## config.mk

```make
export PLATFORM = sky130hd
export DESIGN_NAME = epoch_seconds_to_calendar_top
export DESIGN_NICKNAME = d
export VERILOG_FILES = /design/src/sv/etc_pkg.sv /design/src/sv/etc_pipe_ctl.sv /design/src/sv/etc_clock_path.sv /design/src/sv/etc_date_path.sv /design/src/sv/epoch_seconds_to_calendar_top.sv
export VERILOG_INCLUDE_DIRS = /design/src /design/src/sv
export SDC_FILE = /design/constraint.sdc
export NUM_CORES = 2
export LEC_CHECK = 0
export ABC_AREA = 1
export ABC_CLOCK_PERIOD_IN_PS = 18200
export BUFFER_PORTS_ARGS = -buffer_cell sky130_fd_sc_hd__buf_2
export CORE_ASPECT_RATIO = 0.5
export CORE_UTILIZATION = 25
export CTS_CLUSTER_SIZE = 16
export DETAILED_ROUTE_END_ITERATION = 10
export PLACE_DENSITY_LB_ADDON = 0.15
export SLEW_MARGIN = 15
export SYNTH_ARGS = -nofsm -noshare
export SYNTH_HDL_FRONTEND = slang
export SYNTH_SLANG_ARGS = --single-unit
export TNS_END_PERCENT = 100
```

## constraint.sdc

```tcl
create_clock -name i_clk -period 18.2 [get_ports i_clk]
set_input_delay 3.64 -clock i_clk [delete_from_list [all_inputs] [get_ports i_clk]]
set_output_delay 3.64 -clock i_clk [all_outputs]
set_load 0.01 [all_outputs]
```

## src/sv/assert_macros.svh

```systemverilog
// Assertion macros shared by the RTL that checks itself.
// No dependencies; include with the bare file name.
`ifndef ASSERT_MACROS_SVH
`define ASSERT_MACROS_SVH

// Checked on every clock edge outside reset.
`define ETC_ASSERT(label, clk, rst_n, prop, msg) \
    label: assert property (@(posedge clk) disable iff (!rst_n) prop) else $error(msg);

// Checked on every clock edge, reset included.
`define ETC_ASSERT_ALWAYS(label, clk, prop, msg) \
    label: assert property (@(posedge clk) prop) else $error(msg);

`endif

```

## src/sv/etc_pkg.sv

```systemverilog
// Shared types and constants for the epoch-seconds to calendar pipeline.
// No dependencies.
package etc_pkg;

    localparam int PIPE_DEPTH = 6;

    // Exact reciprocals: floor(x/d) = (x * ceil(2^(N+l)/d)) >> (N+l),
    // x < 2^N, 2^l >= d.
    localparam int DAY_SHIFT  = 48;
    localparam logic [31:0] DAY_MUL   = 32'(((64'd1 << 48) + 64'd86399) / 64'd86400);
    localparam int WEEK_SHIFT = 18;
    localparam logic [19:0] WEEK_MUL  = 20'(((64'd1 << 18) + 64'd6) / 64'd7);
    localparam int Q1460_SHIFT = 29;
    localparam logic [19:0] Q1460_MUL = 20'(((64'd1 << 29) + 64'd1459) / 64'd1460);
    localparam int Q36500_SHIFT = 34;
    localparam logic [19:0] Q36500_MUL = 20'(((64'd1 << 34) + 64'd36499) / 64'd36500);
    localparam int Q146000_SHIFT = 36;
    localparam logic [19:0] Q146000_MUL = 20'(((64'd1 << 36) + 64'd145999) / 64'd146000);
    localparam int YEAR_SHIFT = 27;
    localparam logic [19:0] YEAR_MUL  = 20'(((64'd1 << 27) + 64'd364) / 64'd365);
    localparam int HOUR_SHIFT = 29;
    localparam logic [19:0] HOUR_MUL  = 20'(((64'd1 << 29) + 64'd3599) / 64'd3600);
    localparam int MIN_SHIFT  = 18;
    localparam logic [19:0] MIN_MUL   = 20'(((64'd1 << 18) + 64'd59) / 64'd60);

    localparam logic [16:0] SEC_PER_DAY  = 17'd86400;
    localparam logic [16:0] SEC_PER_HOUR = 17'd3600;
    localparam logic [17:0] DAYS_1601_TO_1970 = 18'd134774;

    typedef struct packed {
        logic [30:0] epoch_seconds;
        logic [29:0] nanoseconds_in;
    } t_etc_in;

    typedef struct packed {
        logic [5:0]  second_of_minute;
        logic [5:0]  minute_of_hour;
        logic [4:0]  hour_of_day;
        logic [2:0]  weekday;
        logic [7:0]  years_since_1900;
        logic [8:0]  day_of_year;
        logic [3:0]  month_index;
        logic [4:0]  day_of_month;
        logic [29:0] nanoseconds_out;
    } t_etc_out;

    typedef struct packed {
        logic [PIPE_DEPTH-1:0] en;   // stage loads this cycle
        logic [PIPE_DEPTH-1:0] vld;  // stage holds a request
    } t_pipe_ctl;

endpackage

```

## src/sv/etc_pipe_ctl.sv

```systemverilog
// Valid/ready control for the calendar pipeline: per-stage valid bits and
// load enables, bubbles collapse. Depends on etc_pkg.
module etc_pipe_ctl import etc_pkg::*; (
    input  logic      i_clk,
    input  logic      i_rst_n,
    input  logic      i_in_valid,
    output logic      o_in_ready,
    input  logic      i_out_ready,
    output t_pipe_ctl o_ctl
);

    logic [PIPE_DEPTH-1:0] r_vld;
    logic [PIPE_DEPTH-1:0] n_vld;
    logic [PIPE_DEPTH-1:0] rdy;
    logic [PIPE_DEPTH-1:0] en;
    logic [PIPE_DEPTH-1:0] prev_vld;

    always_comb begin
        rdy[PIPE_DEPTH-1] = !r_vld[PIPE_DEPTH-1] || i_out_ready;
        for (int k = PIPE_DEPTH - 2; k >= 0; k--) begin
            rdy[k] = !r_vld[k] || rdy[k+1];
        end
    end

    always_comb begin
        prev_vld = {r_vld[PIPE_DEPTH-2:0], i_in_valid};
        en       = prev_vld & rdy;
        for (int k = 0; k < PIPE_DEPTH; k++) begin
            n_vld[k] = rdy[k] ? prev_vld[k] : r_vld[k];
        end
    end

    always_ff @(posedge i_clk) begin
        if (!i_rst_n) begin
            r_vld <= '0;
        end else begin
            r_vld <= n_vld;
        end
    end

    assign o_in_ready = rdy[0];
    assign o_ctl.en   = en;
    assign o_ctl.vld  = r_vld;

endmodule

```

## src/sv/etc_clock_path.sv

```systemverilog
// Time-of-day datapath, stages 2..6: seconds of day, then hour, minute, second.
// Depends on etc_pkg.
module etc_clock_path import etc_pkg::*; (
    input  logic        i_clk,
    input  t_pipe_ctl   i_ctl,
    input  logic [30:0] i_secs,
    input  logic [14:0] i_days,
    output logic [4:0]  o_hour,
    output logic [5:0]  o_minute,
    output logic [5:0]  o_second
);

    logic [16:0] r2_sod;
    logic [16:0] r3_sod;
    logic [4:0]  r3_hour;
    logic [11:0] r4_rem;
    logic [4:0]  r4_hour;
    logic [11:0] r5_rem;
    logic [5:0]  r5_min;
    logic [4:0]  r5_hour;
    logic [5:0]  r6_sec;
    logic [5:0]  r6_min;
    logic [4:0]  r6_hour;

    logic [31:0] day_base;
    logic [36:0] hour_prod;
    logic [31:0] min_prod;
    logic [16:0] hour_base;

    assign day_base  = 32'(i_days) * 32'(SEC_PER_DAY);
    assign hour_prod = 37'(r2_sod) * 37'(HOUR_MUL);
    assign hour_base = 17'(r3_hour) * SEC_PER_HOUR;
    assign min_prod  = 32'(r4_rem) * 32'(MIN_MUL);

    always_ff @(posedge i_clk) begin
        if (i_ctl.en[1]) begin
            r2_sod <= 17'(32'(i_secs) - day_base);
        end
        if (i_ctl.en[2]) begin
            r3_sod  <= r2_sod;
            r3_hour <= 5'(hour_prod >> HOUR_SHIFT);
        end
        if (i_ctl.en[3]) begin
            r4_rem  <= 12'(r3_sod - hour_base);
            r4_hour <= r3_hour;
        end
        if (i_ctl.en[4]) begin
            r5_rem  <= r4_rem;
            r5_min  <= 6'(min_prod >> MIN_SHIFT);
            r5_hour <= r4_hour;
        end
        if (i_ctl.en[5]) begin
            r6_sec  <= 6'(r5_rem - 12'(r5_min) * 12'd60);
            r6_min  <= r5_min;
            r6_hour <= r5_hour;
        end
    end

    assign o_hour   = r6_hour;
    assign o_minute = r6_min;
    assign o_second = r6_sec;

endmodule

```

## src/sv/etc_date_path.sv

```systemverilog
// Date datapath, stages 2..6: weekday, year from the 1601-based day count,
// day of year, leap flag and month lookup. Depends on etc_pkg.
module etc_date_path import etc_pkg::*; (
    input  logic        i_clk,
    input  t_pipe_ctl   i_ctl,
    input  logic [14:0] i_days,
    output logic [2:0]  o_weekday,
    output logic [7:0]  o_year,
    output logic [8:0]  o_yday,
    output logic [3:0]  o_month,
    output logic [4:0]  o_mday
);

    // First day of month idx (idx 12 is the year length).
    function automatic logic [8:0] month_start(input logic [3:0] idx, input logic leap);
        logic [8:0] base;
        unique case (idx)
            4'd0:    base = 9'd0;
            4'd1:    base = 9'd31;
            4'd2:    base = 9'd59;
            4'd3:    base = 9'd90;
            4'd4:    base = 9'd120;
            4'd5:    base = 9'd151;
            4'd6:    base = 9'd181;
            4'd7:    base = 9'd212;
            4'd8:    base = 9'd243;
            4'd9:    base = 9'd273;
            4'd10:   base = 9'd304;
            4'd11:   base = 9'd334;
            default: base = 9'd365;
        endcase
        return base + 9'((leap && idx >= 4'd2) ? 1 : 0);
    endfunction

    logic [14:0] r2_d4;
    logic [12:0] r2_wq;
    logic [17:0] r2_i;
    logic [6:0]  r2_qa;
    logic [2:0]  r2_qb;
    logic        r2_qc;
    logic [2:0]  r3_wday;
    logic [17:0] r3_t;
    logic [17:0] r3_i;
    logic [2:0]  r4_wday;
    logic [8:0]  r4_ny;
    logic [17:0] r4_i;
    logic [2:0]  r5_wday;
    logic [7:0]  r5_year;
    logic [8:0]  r5_yday;
    logic        r5_leap;
    logic [2:0]  r6_wday;
    logic [7:0]  r6_year;
    logic [8:0]  r6_yday;
    logic [3:0]  r6_month;
    logic [4:0]  r6_mday;

    logic [14:0] d4;
    logic [17:0] day_i;
    logic [34:0] wk_prod;
    logic [37:0] qa_prod;
    logic [37:0] qb_prod;
    logic [37:0] qc_prod;
    logic [37:0] yr_prod;
    logic [2:0]  c100;
    logic        c400;
    logic [9:0]  n1;
    logic        leap;
    logic [3:0]  mcnt;
    logic [3:0]  month;
    logic [8:0]  mrem;

    // days stays below 24856 for any 31-bit input, so neither sum wraps
    assign d4      = i_days + 15'd4;
    assign day_i   = 18'(i_days) + DAYS_1601_TO_1970;
    assign wk_prod = 35'(d4) * 35'(WEEK_MUL);
    assign qa_prod = 38'(day_i) * 38'(Q1460_MUL);
    assign qb_prod = 38'(day_i) * 38'(Q36500_MUL);
    assign qc_prod = 38'(day_i) * 38'(Q146000_MUL);
    assign yr_prod = 38'(r3_t) * 38'(YEAR_MUL);

    // year count stays below 438: the century terms are threshold tests
    always_comb begin
        c100 = 3'(r4_ny >= 9'd100) + 3'(r4_ny >= 9'd200)
             + 3'(r4_ny >= 9'd300) + 3'(r4_ny >= 9'd400);
        c400 = (r4_ny >= 9'd400);
        n1   = 10'(r4_ny) + 10'd1;   // year - 1600
        leap = (n1[1:0] == 2'd0) && (n1 != 10'd100) && (n1 != 10'd200)
            && (n1 != 10'd300);
    end

    always_comb begin
        mcnt = '0;
        for (int k = 1; k <= 12; k++) begin
            mcnt = mcnt + 4'(r5_yday >= month_start(4'(k), r5_leap));
        end
        month = (mcnt > 4'd11) ? 4'd11 : mcnt;
        // past December the remainder is taken from the year length
        mrem  = r5_yday - month_start(mcnt, r5_leap);
    end

    always_ff @(posedge i_clk) begin
        if (i_ctl.en[1]) begin
            r2_d4 <= d4;
            r2_wq <= 13'(wk_prod >> WEEK_SHIFT);
            r2_i  <= day_i;
            r2_qa <= 7'(qa_prod >> Q1460_SHIFT);
            r2_qb <= 3'(qb_prod >> Q36500_SHIFT);
            r2_qc <= 1'(qc_prod >> Q146000_SHIFT);
        end
        if (i_ctl.en[2]) begin
            r3_wday <= 3'(r2_d4 - 15'(r2_wq) * 15'd7);
            r3_t    <= r2_i - 18'(r2_qa) + 18'(r2_qb) - 18'(r2_qc);
            r3_i    <= r2_i;
        end
        if (i_ctl.en[3]) begin
            r4_wday <= r3_wday;
            r4_ny   <= 9'(yr_prod >> YEAR_SHIFT);
            r4_i    <= r3_i;
        end
        if (i_ctl.en[4]) begin
            r5_wday <= r4_wday;
            r5_year <= 8'(r4_ny - 9'd299);
            r5_yday <= 9'(r4_i - 18'(r4_ny) * 18'd365 - 18'(r4_ny >> 2)
                          + 18'(c100) - 18'(c400));
            r5_leap <= leap;
        end
        if (i_ctl.en[5]) begin
            r6_wday  <= r5_wday;
            r6_year  <= r5_year;
            r6_yday  <= r5_yday;
            r6_month <= month;
            r6_mday  <= 5'(mrem + 9'd1);
        end
    end

    assign o_weekday = r6_wday;
    assign o_year    = r6_year;
    assign o_yday    = r6_yday;
    assign o_month   = r6_month;
    assign o_mday    = r6_mday;

endmodule

```

## src/sv/epoch_seconds_to_calendar_top.sv

```systemverilog
// Channel | direction | payload   | handshake
// in      | request   | t_etc_in  | i_in_valid / o_in_ready
// out     | result    | t_etc_out | o_out_valid / i_out_ready
//
// Six register stages; one request may enter every cycle while the pipeline is not full.
// Stage 1 is the day divide; later stages are each about one multiply deep,
// with the month compare in the last.
// A stalled output stage holds its result; upstream stages keep filling
// bubbles until the pipeline is full, then o_in_ready drops.
// Reset clears the valid bits only. Depends on etc_pkg, etc_pipe_ctl,
// etc_clock_path, etc_date_path and assert_macros.svh.
module epoch_seconds_to_calendar_top import etc_pkg::*; (
    input  logic     i_clk,
    input  logic     i_rst_n,
    input  logic     i_in_valid,
    output logic     o_in_ready,
    input  t_etc_in  i_in_data,
    output logic     o_out_valid,
    input  logic     i_out_ready,
    output t_etc_out o_out_data
);

    `include "assert_macros.svh"

    t_pipe_ctl   ctl;
    logic [30:0] r1_secs;
    logic [14:0] r1_days;
    logic [29:0] r_ns [PIPE_DEPTH];
    logic [62:0] day_prod;

    etc_pipe_ctl u_ctl (
        .i_clk       (i_clk),
        .i_rst_n     (i_rst_n),
        .i_in_valid  (i_in_valid),
        .o_in_ready  (o_in_ready),
        .i_out_ready (i_out_ready),
        .o_ctl       (ctl)
    );

    assign day_prod = 63'(i_in_data.epoch_seconds) * 63'(DAY_MUL);

    always_ff @(posedge i_clk) begin
        if (ctl.en[0]) begin
            r1_secs <= i_in_data.epoch_seconds;
            r1_days <= 15'(day_prod >> DAY_SHIFT);
            r_ns[0] <= i_in_data.nanoseconds_in;
        end
        for (int k = 1; k < PIPE_DEPTH; k++) begin
            if (ctl.en[k]) begin
                r_ns[k] <= r_ns[k-1];
            end
        end
    end

    etc_clock_path u_clock (
        .i_clk    (i_clk),
        .i_ctl    (ctl),
        .i_secs   (r1_secs),
        .i_days   (r1_days),
        .o_hour   (o_out_data.hour_of_day),
        .o_minute (o_out_data.minute_of_hour),
        .o_second (o_out_data.second_of_minute)
    );

    etc_date_path u_date (
        .i_clk     (i_clk),
        .i_ctl     (ctl),
        .i_days    (r1_days),
        .o_weekday (o_out_data.weekday),
        .o_year    (o_out_data.years_since_1900),
        .o_yday    (o_out_data.day_of_year),
        .o_month   (o_out_data.month_index),
        .o_mday    (o_out_data.day_of_month)
    );

    assign o_out_data.nanoseconds_out = r_ns[PIPE_DEPTH-1];
    assign o_out_valid                = ctl.vld[PIPE_DEPTH-1];

    `ETC_ASSERT(a_full_when_blocked, i_clk, i_rst_n, !o_in_ready |-> ((&ctl.vld) && !i_out_ready), "input blocked while pipeline has room")
    `ETC_ASSERT(a_tod_range, i_clk, i_rst_n, o_out_valid |-> (o_out_data.second_of_minute < 6'd60 && o_out_data.minute_of_hour < 6'd60 && o_out_data.hour_of_day < 5'd24), "time of day out of range")
    `ETC_ASSERT(a_date_range, i_clk, i_rst_n, o_out_valid |-> (o_out_data.weekday < 3'd7 && o_out_data.month_index < 4'd12 && o_out_data.day_of_month != 5'd0), "date field out of range")
    `ETC_ASSERT_ALWAYS(a_reset_empty, i_clk, !i_rst_n |=> (ctl.vld == '0), "valid bits survive reset")

endmodule

```

# Word-level counts from Yosys, hierarchy flattened
# Memories as Yosys holds them, arrays and structs flattened.
# Index checks and enable logic that the tools add are counted.
op_classes:
  addsub: 43
  n_mul: 12
  magnitude_cmp: 18
  n_eq_ne: 3
  muxes: 14
  n_bitwise: 1
  n_reduce_logical: 17
op_table:
  columns: ["cell", "n"]
  rows:
  - ["$ge A9 B9 Y1", 11]
  - ["$mul A18 B16 Y33 const B", 2]
  - ["$mul A31 B32 Y63 const B", 1]
  - ["$add A4 B1 Y4", 10]
  - ["$add A8 B9 Y9 const A", 4]
  - ["$add A9 B9 Y9 const A", 4]
  - ["$mul A18 B18 Y36 const B", 1]
  - ["$mul A17 B18 Y34 const B", 1]
  - ["$mul A15 B15 Y30 const B", 1]
  - ["$mul A12 B12 Y23 const B", 1]
  - ["$add A15 B18 Y18 const B", 1]
  - ["$add A18 B3 Y18", 1]
  - ["$add A7 B9 Y9 const A", 2]
  - ["$ge A9 B9 Y1 const B", 2]
  - ["$sub A18 B1 Y18", 1]
  - ["$sub A18 B7 Y18", 1]
  - ["$sub A17 B17 Y17", 1]
  - ["$add A15 B3 Y15 const B", 1]
  - ["$mul A15 B10 Y10 const B", 1]
  - ["$mux W1", 14]
  - ["$mul A13 B3 Y3 const B", 1]
  - ["$sub A12 B12 Y12", 1]
  - ["$add A9 B1 Y10 const B", 1]
  - ["$ne A10 B7 Y1 const B", 1]
  - ["28 further kinds", 43]
word_totals:
  reg_bits: 269
  mem_bits_rw: 180
  mem_bits_ro: 144
  inputBits: 65
  output_inout_bits: 78
  wordCells: 150
  mem_count: 2
mem_list:
  columns: ["memory", "words", "word_bits", "rd", "rd_clocked_by_memory_dff", "wr", "line", "text"]
  rows:
  - ["r_ns", 6, 30, 6, 0, 6, "epoch_seconds_to_calendar_top.sv:28", "logic [29:0] r_ns [PIPE_DEPTH];"]
  - ["(name not given)", 16, 9, 1, 0, 0, "etc_date_path.sv:17", "unique case (idx)"]

# Longest topological paths before layout
depth:
  depth_word: 20
  mapped_depth: 32
  ltp_nobuf: 31

# By module
# From an unflattened synthesis, not the netlist that was laid out.
hier_totals:
  hier_cells: 6183
  hier_area_um2: 59901.2
modules_own_cells:
  columns: ["mod", "instances", "cells_each", "area_each_um2", "seq_area_each_um2"]
  rows:
  - ["etc_date_path", 1, 2835, 26489.2, 3963.8]
  - ["epoch_seconds_to_calendar_top", 1, 2196, 22581.7, 6786.5]
  - ["etc_clock_path", 1, 1117, 10552.6, 2552.4]
  - ["etc_pipe_ctl", 1, 35, 277.8, 120.1]

# Worst setup path after synthesis
# OpenSTA, ideal clock, no wires.
synth_timing:
  kind: "input-to-reg"
  startpoint: "in i_in_data[55] (netlist bit)"
  endpoint: "reg r1_days[6], data pin"
  setup_ns: 0.252
  arrival_ns: 8.780
  t_required_ns: 17.948
  setup_slack_ns: 9.168
  cell_stages: 24
  path_buffers: 0
  path_cell_list: "fa_1 -> ha_1 -> inv_1 -> fa_1 -> inv_1 -> fa_1 -> inv_1 -> fa_1 -> inv_1 -> fa_1 -> inv_1 -> fa_1 -> inv_1 -> ha_1 -> ha_1 -> nand2_1 -> nor2_1 -> inv_1 -> nor3_2 -> nand2_1 -> nor4_1 -> nand2_1 -> nand3_1 -> nand2_1"
synth_between:
  elab_chain_cells: 1
synth_rtl:
  columns: ["element", "line", "text"]
  rows:
  - ["start, declared", "epoch_seconds_to_calendar_top.sv:17", "input t_etc_in i_in_data,"]
  - ["$mul A31 B32 Y63", "epoch_seconds_to_calendar_top.sv:40", "assign day_prod = 63'(i_in_data.epoch_seconds) * 63'(DAY_MUL);"]
  - ["via day_prod[54]", "epoch_seconds_to_calendar_top.sv:29", "logic [62:0] day_prod;"]
  - ["end signal, assigned", "epoch_seconds_to_calendar_top.sv:45", "r1_days <= 15'(day_prod >> DAY_SHIFT);"]
  - ["end, declared", "epoch_seconds_to_calendar_top.sv:27", "logic [14:0] r1_days;"]
# The timed path passes the listed nets, and every way through them passes these cells.
# A chain may end at the register's enable or synchronous reset.

# Worst setup path in the final report
layout_timing:
  startpoint: "in i_in_data[46] (netlist bit)"
  endpoint: "reg r1_days[8], data pin"
# Same word-level chain as after synthesis.

==> reports/metrics.yaml <==
fin_setup_tns_ns: 0
critical_path.startpoint: "i_in_data[46]"
synth_enable_flop_cells: 429
num_antenna_cells: 0
setup-violations-final: 0
timing.critical_path.from_type: "input pin"
seq_area_frac_synth_pct: 22.21
drive_above_1_share_pct: 4.457
worstPathArrival_ns: 9.57
grt_pass1_wl_um: 253900
grt_residual_overflow: 0
postSynthNetCount: 7958
gr-usage-all-layers_pct: 14.09
hold_viol: 0
worstSetupEndpoint: "r1_days[8]"
die_x_um: 686.4
post_synth.cell_area_avg_um2: 9.903
syn_area_mm2: 0.05855
route.met2.wl_um: 78630
hold-worst-slack_ns: 0.3730
worst_r2r_startpoint: "r1_days[2]"
place_hpwl_um: 142000
end_kind: "register"
synth_largest_area_cell: "ha_1"
topRoutingLayerUsed: "met5"
timing.final.crit_period_ns: 9.178
drv_slew: 0
place.gp.congestion: 0.8740
finalCritPeriodShare_pct: 50.43
synthArstFlopShare_pct: 0
die_height_um: 344.2
fmax_mhz: 109.0
clock_insertion_delay_worst_skew_ns: 0.70
required_ns: 18.59
hold_buffers: 0
synthDistinctLibCells: 50
critPathMaxFanout: 10
grt_start_max_net_pins: 55
io_buffers: 142
cts_setup_buffers: 0
total_of_cells_resized_after_clock_tree_synthesis: 0
netlist_instances: 5913
final.setup_skew_ns: 0.08376
antenna_found_initial: 6
cts.path.max_buffers: 3
ys_ff_latch: 435
synth.most_common_cell: "inv_1"
timing.critical_path.buf_inv: 5
via_per_inst: 4.183
rsz0062_at_grt: "no"
fp.coreArea_mm2: 0.2326
cts_root_buffer: "clkbuf_16"
timing_worst_slew_pin_value_ns: 1.054
wl_per_cell_um: 17.63
fin_nets: 8171
synthTopCellsByCount: "1,532 x inv_1, 1,259 x ha_1, 721 x fa_1"
crit_chain: "buf_2 > ha_1 > fa_1 > inv_1 > fa_1 > fa_1 > fa_1 > inv_1 > fa_1 > fa_1 > inv_1 > fa_1 > inv_1 > ha_1 > a21oi_1 > a21boi_0 > nor2_1 > nor2_1 > a21oi_1 > nor2_1 > nand2_1 > nand2_1 > nand2_1"
tritoncts: "built"
synthesis.yosys.warnings: 0
tritoncts.num_buffers: 52
detail_route.first_pass.iterations: 5
m1WireLength_um: 78950
final_antenna_net_count: 0
routed_wirelength_um: 163600
initial_core_util_pct: 25.18
clkTransAtPathRegs_ns: 0.06
rr_endpoint: "u_date.r2_qc"
drv.max_cap_violation_count: 0
reg2reg_slack_ns: 9.82
synthTopCellsByArea: "ha_1 27%, fa_1 25%, edfxtp_1 22%"
status: "complete, no violations"
number_of_ports_placed_on_the_die_boundary: 143
first_global_vias: 42060
num_vias: 38820
syn2layout_area_growth_pct: 11.09
number_of_remaining_drc_errors: 0
crit_family: "adder cells"
slowest_delay_ns: 0.55
dr_wl_met3_um: 4080
relSlewSlack_pct: 29.59
rr_worst_depth: 25
number_of_levels_in_the_clock_h_tree: 2
worst_hold_path_type: "register to register"
cts_num_sinks: 435
first_iter_violations: 1585
path_depth: 23
critical-path-top-cell-by-count: "fa_1"
num_rows: 125
worst_path_max_delay_cell: "fa_1"
synth_top_cell_area_share_pct: 26.90
fp.dieArea_mm2: 0.2363
dominantRegCellSynth: "edfxtp_1"
timing.setup.critical_path_class: "input pin to register"
[layout by cell type (no fill, tap or decap), types with 47 or more instances in the layout]
master	count
clkbuf_16	52
xor2_1	85
fa_1	721
nor3_1	56
edfxtp_1	429
nand2_1	693
nor2_1	290
nand3_1	155
inv_1	1529
ha_1	1259
o21ai_0	131
buf_2	142
a21oi_1	261
xnor2_1	47
[kinds of logic (layout without fill, tap and decap cells)]
family	count (synthesis)	count (layout)	synth area share [%]
adder cells (fa/ha/maj)	1980	1980	51.55
AND/OR/NAND/NOR	1287	1287	9.139
XOR/XNOR	133	133	1.989
AO/OA/AOI/OAI	540	540	5.237
buffers and inverters	1538	1795	9.876
flip-flops	435	435	22.21
[through the flow]
stage	instance area (um^2)	util, %	worst slack (ns)	instances
floorplan	58550	-	9.168	5913
global placement	63320	27.23	8.358	9183
detailed placement	63320	27.23	8.378	9183
CTS	65050	27.97	9.111	9281
global route	65050	27.97	8.721	9281
finish	65050	27.97	9.022	9281
[worst min path at each step]
stage                                 start                 to  slack [ns]  depth (start not counted)
after floorplan                  r_ns[0][0]         r_ns[1][0]        0.40                          0
after global placement          r_ns[2][13]        r_ns[3][13]        0.40                          0
after detailed placement        r_ns[0][11]        r_ns[1][11]        0.40                          0
after CTS                       r_ns[3][21]        r_ns[4][21]        0.37                          0
after global routing      u_date.r4_wday[0]  u_date.r5_wday[0]        0.38                          0
final                           r_ns[3][21]        r_ns[4][21]        0.37                          0
[registers in the layout, indices dropped and copies added (netlist names), 9 cells and up]
register,cells
r_ns,180
u_date.r3_t,18
r1_secs,17
u_clock.r2_sod,17
r1_days,15
u_date.r2_i,15
u_clock.r3_sod,12
u_clock.r4_rem,12
u_date.o_yday,9
u_date.r3_i,9
u_date.r4_i,9
u_date.r4_ny,9
u_date.r5_yday,9
[per-layer routing]
metal | global-route usage, % | up-vias
met5 | 0 | -
li1 | - | 19330
met4 | 1.914 | 2
met3 | 1.266 | 102
met2 | 24.90 | 370
met1 | 19.17 | 19020
[final cells by class]
| cell class | instances | area [um^2] |
|---|---|---|
| inverter | 1534 | 5762 |
| clock inverter | 30 | 344.1 |
| sequential | 435 | 13000 |
| multi-input combinational | 3940 | 39800 |
| fill | 24700 | 167500 |
| tap | 3111 | 3892 |
| clock buffer | 68 | 1381 |
| timing repair buffer | 163 | 868.3 |
Power is not shown: default switching activity piles up to over one toggle a cycle in this logic, so the estimate is an artifact.
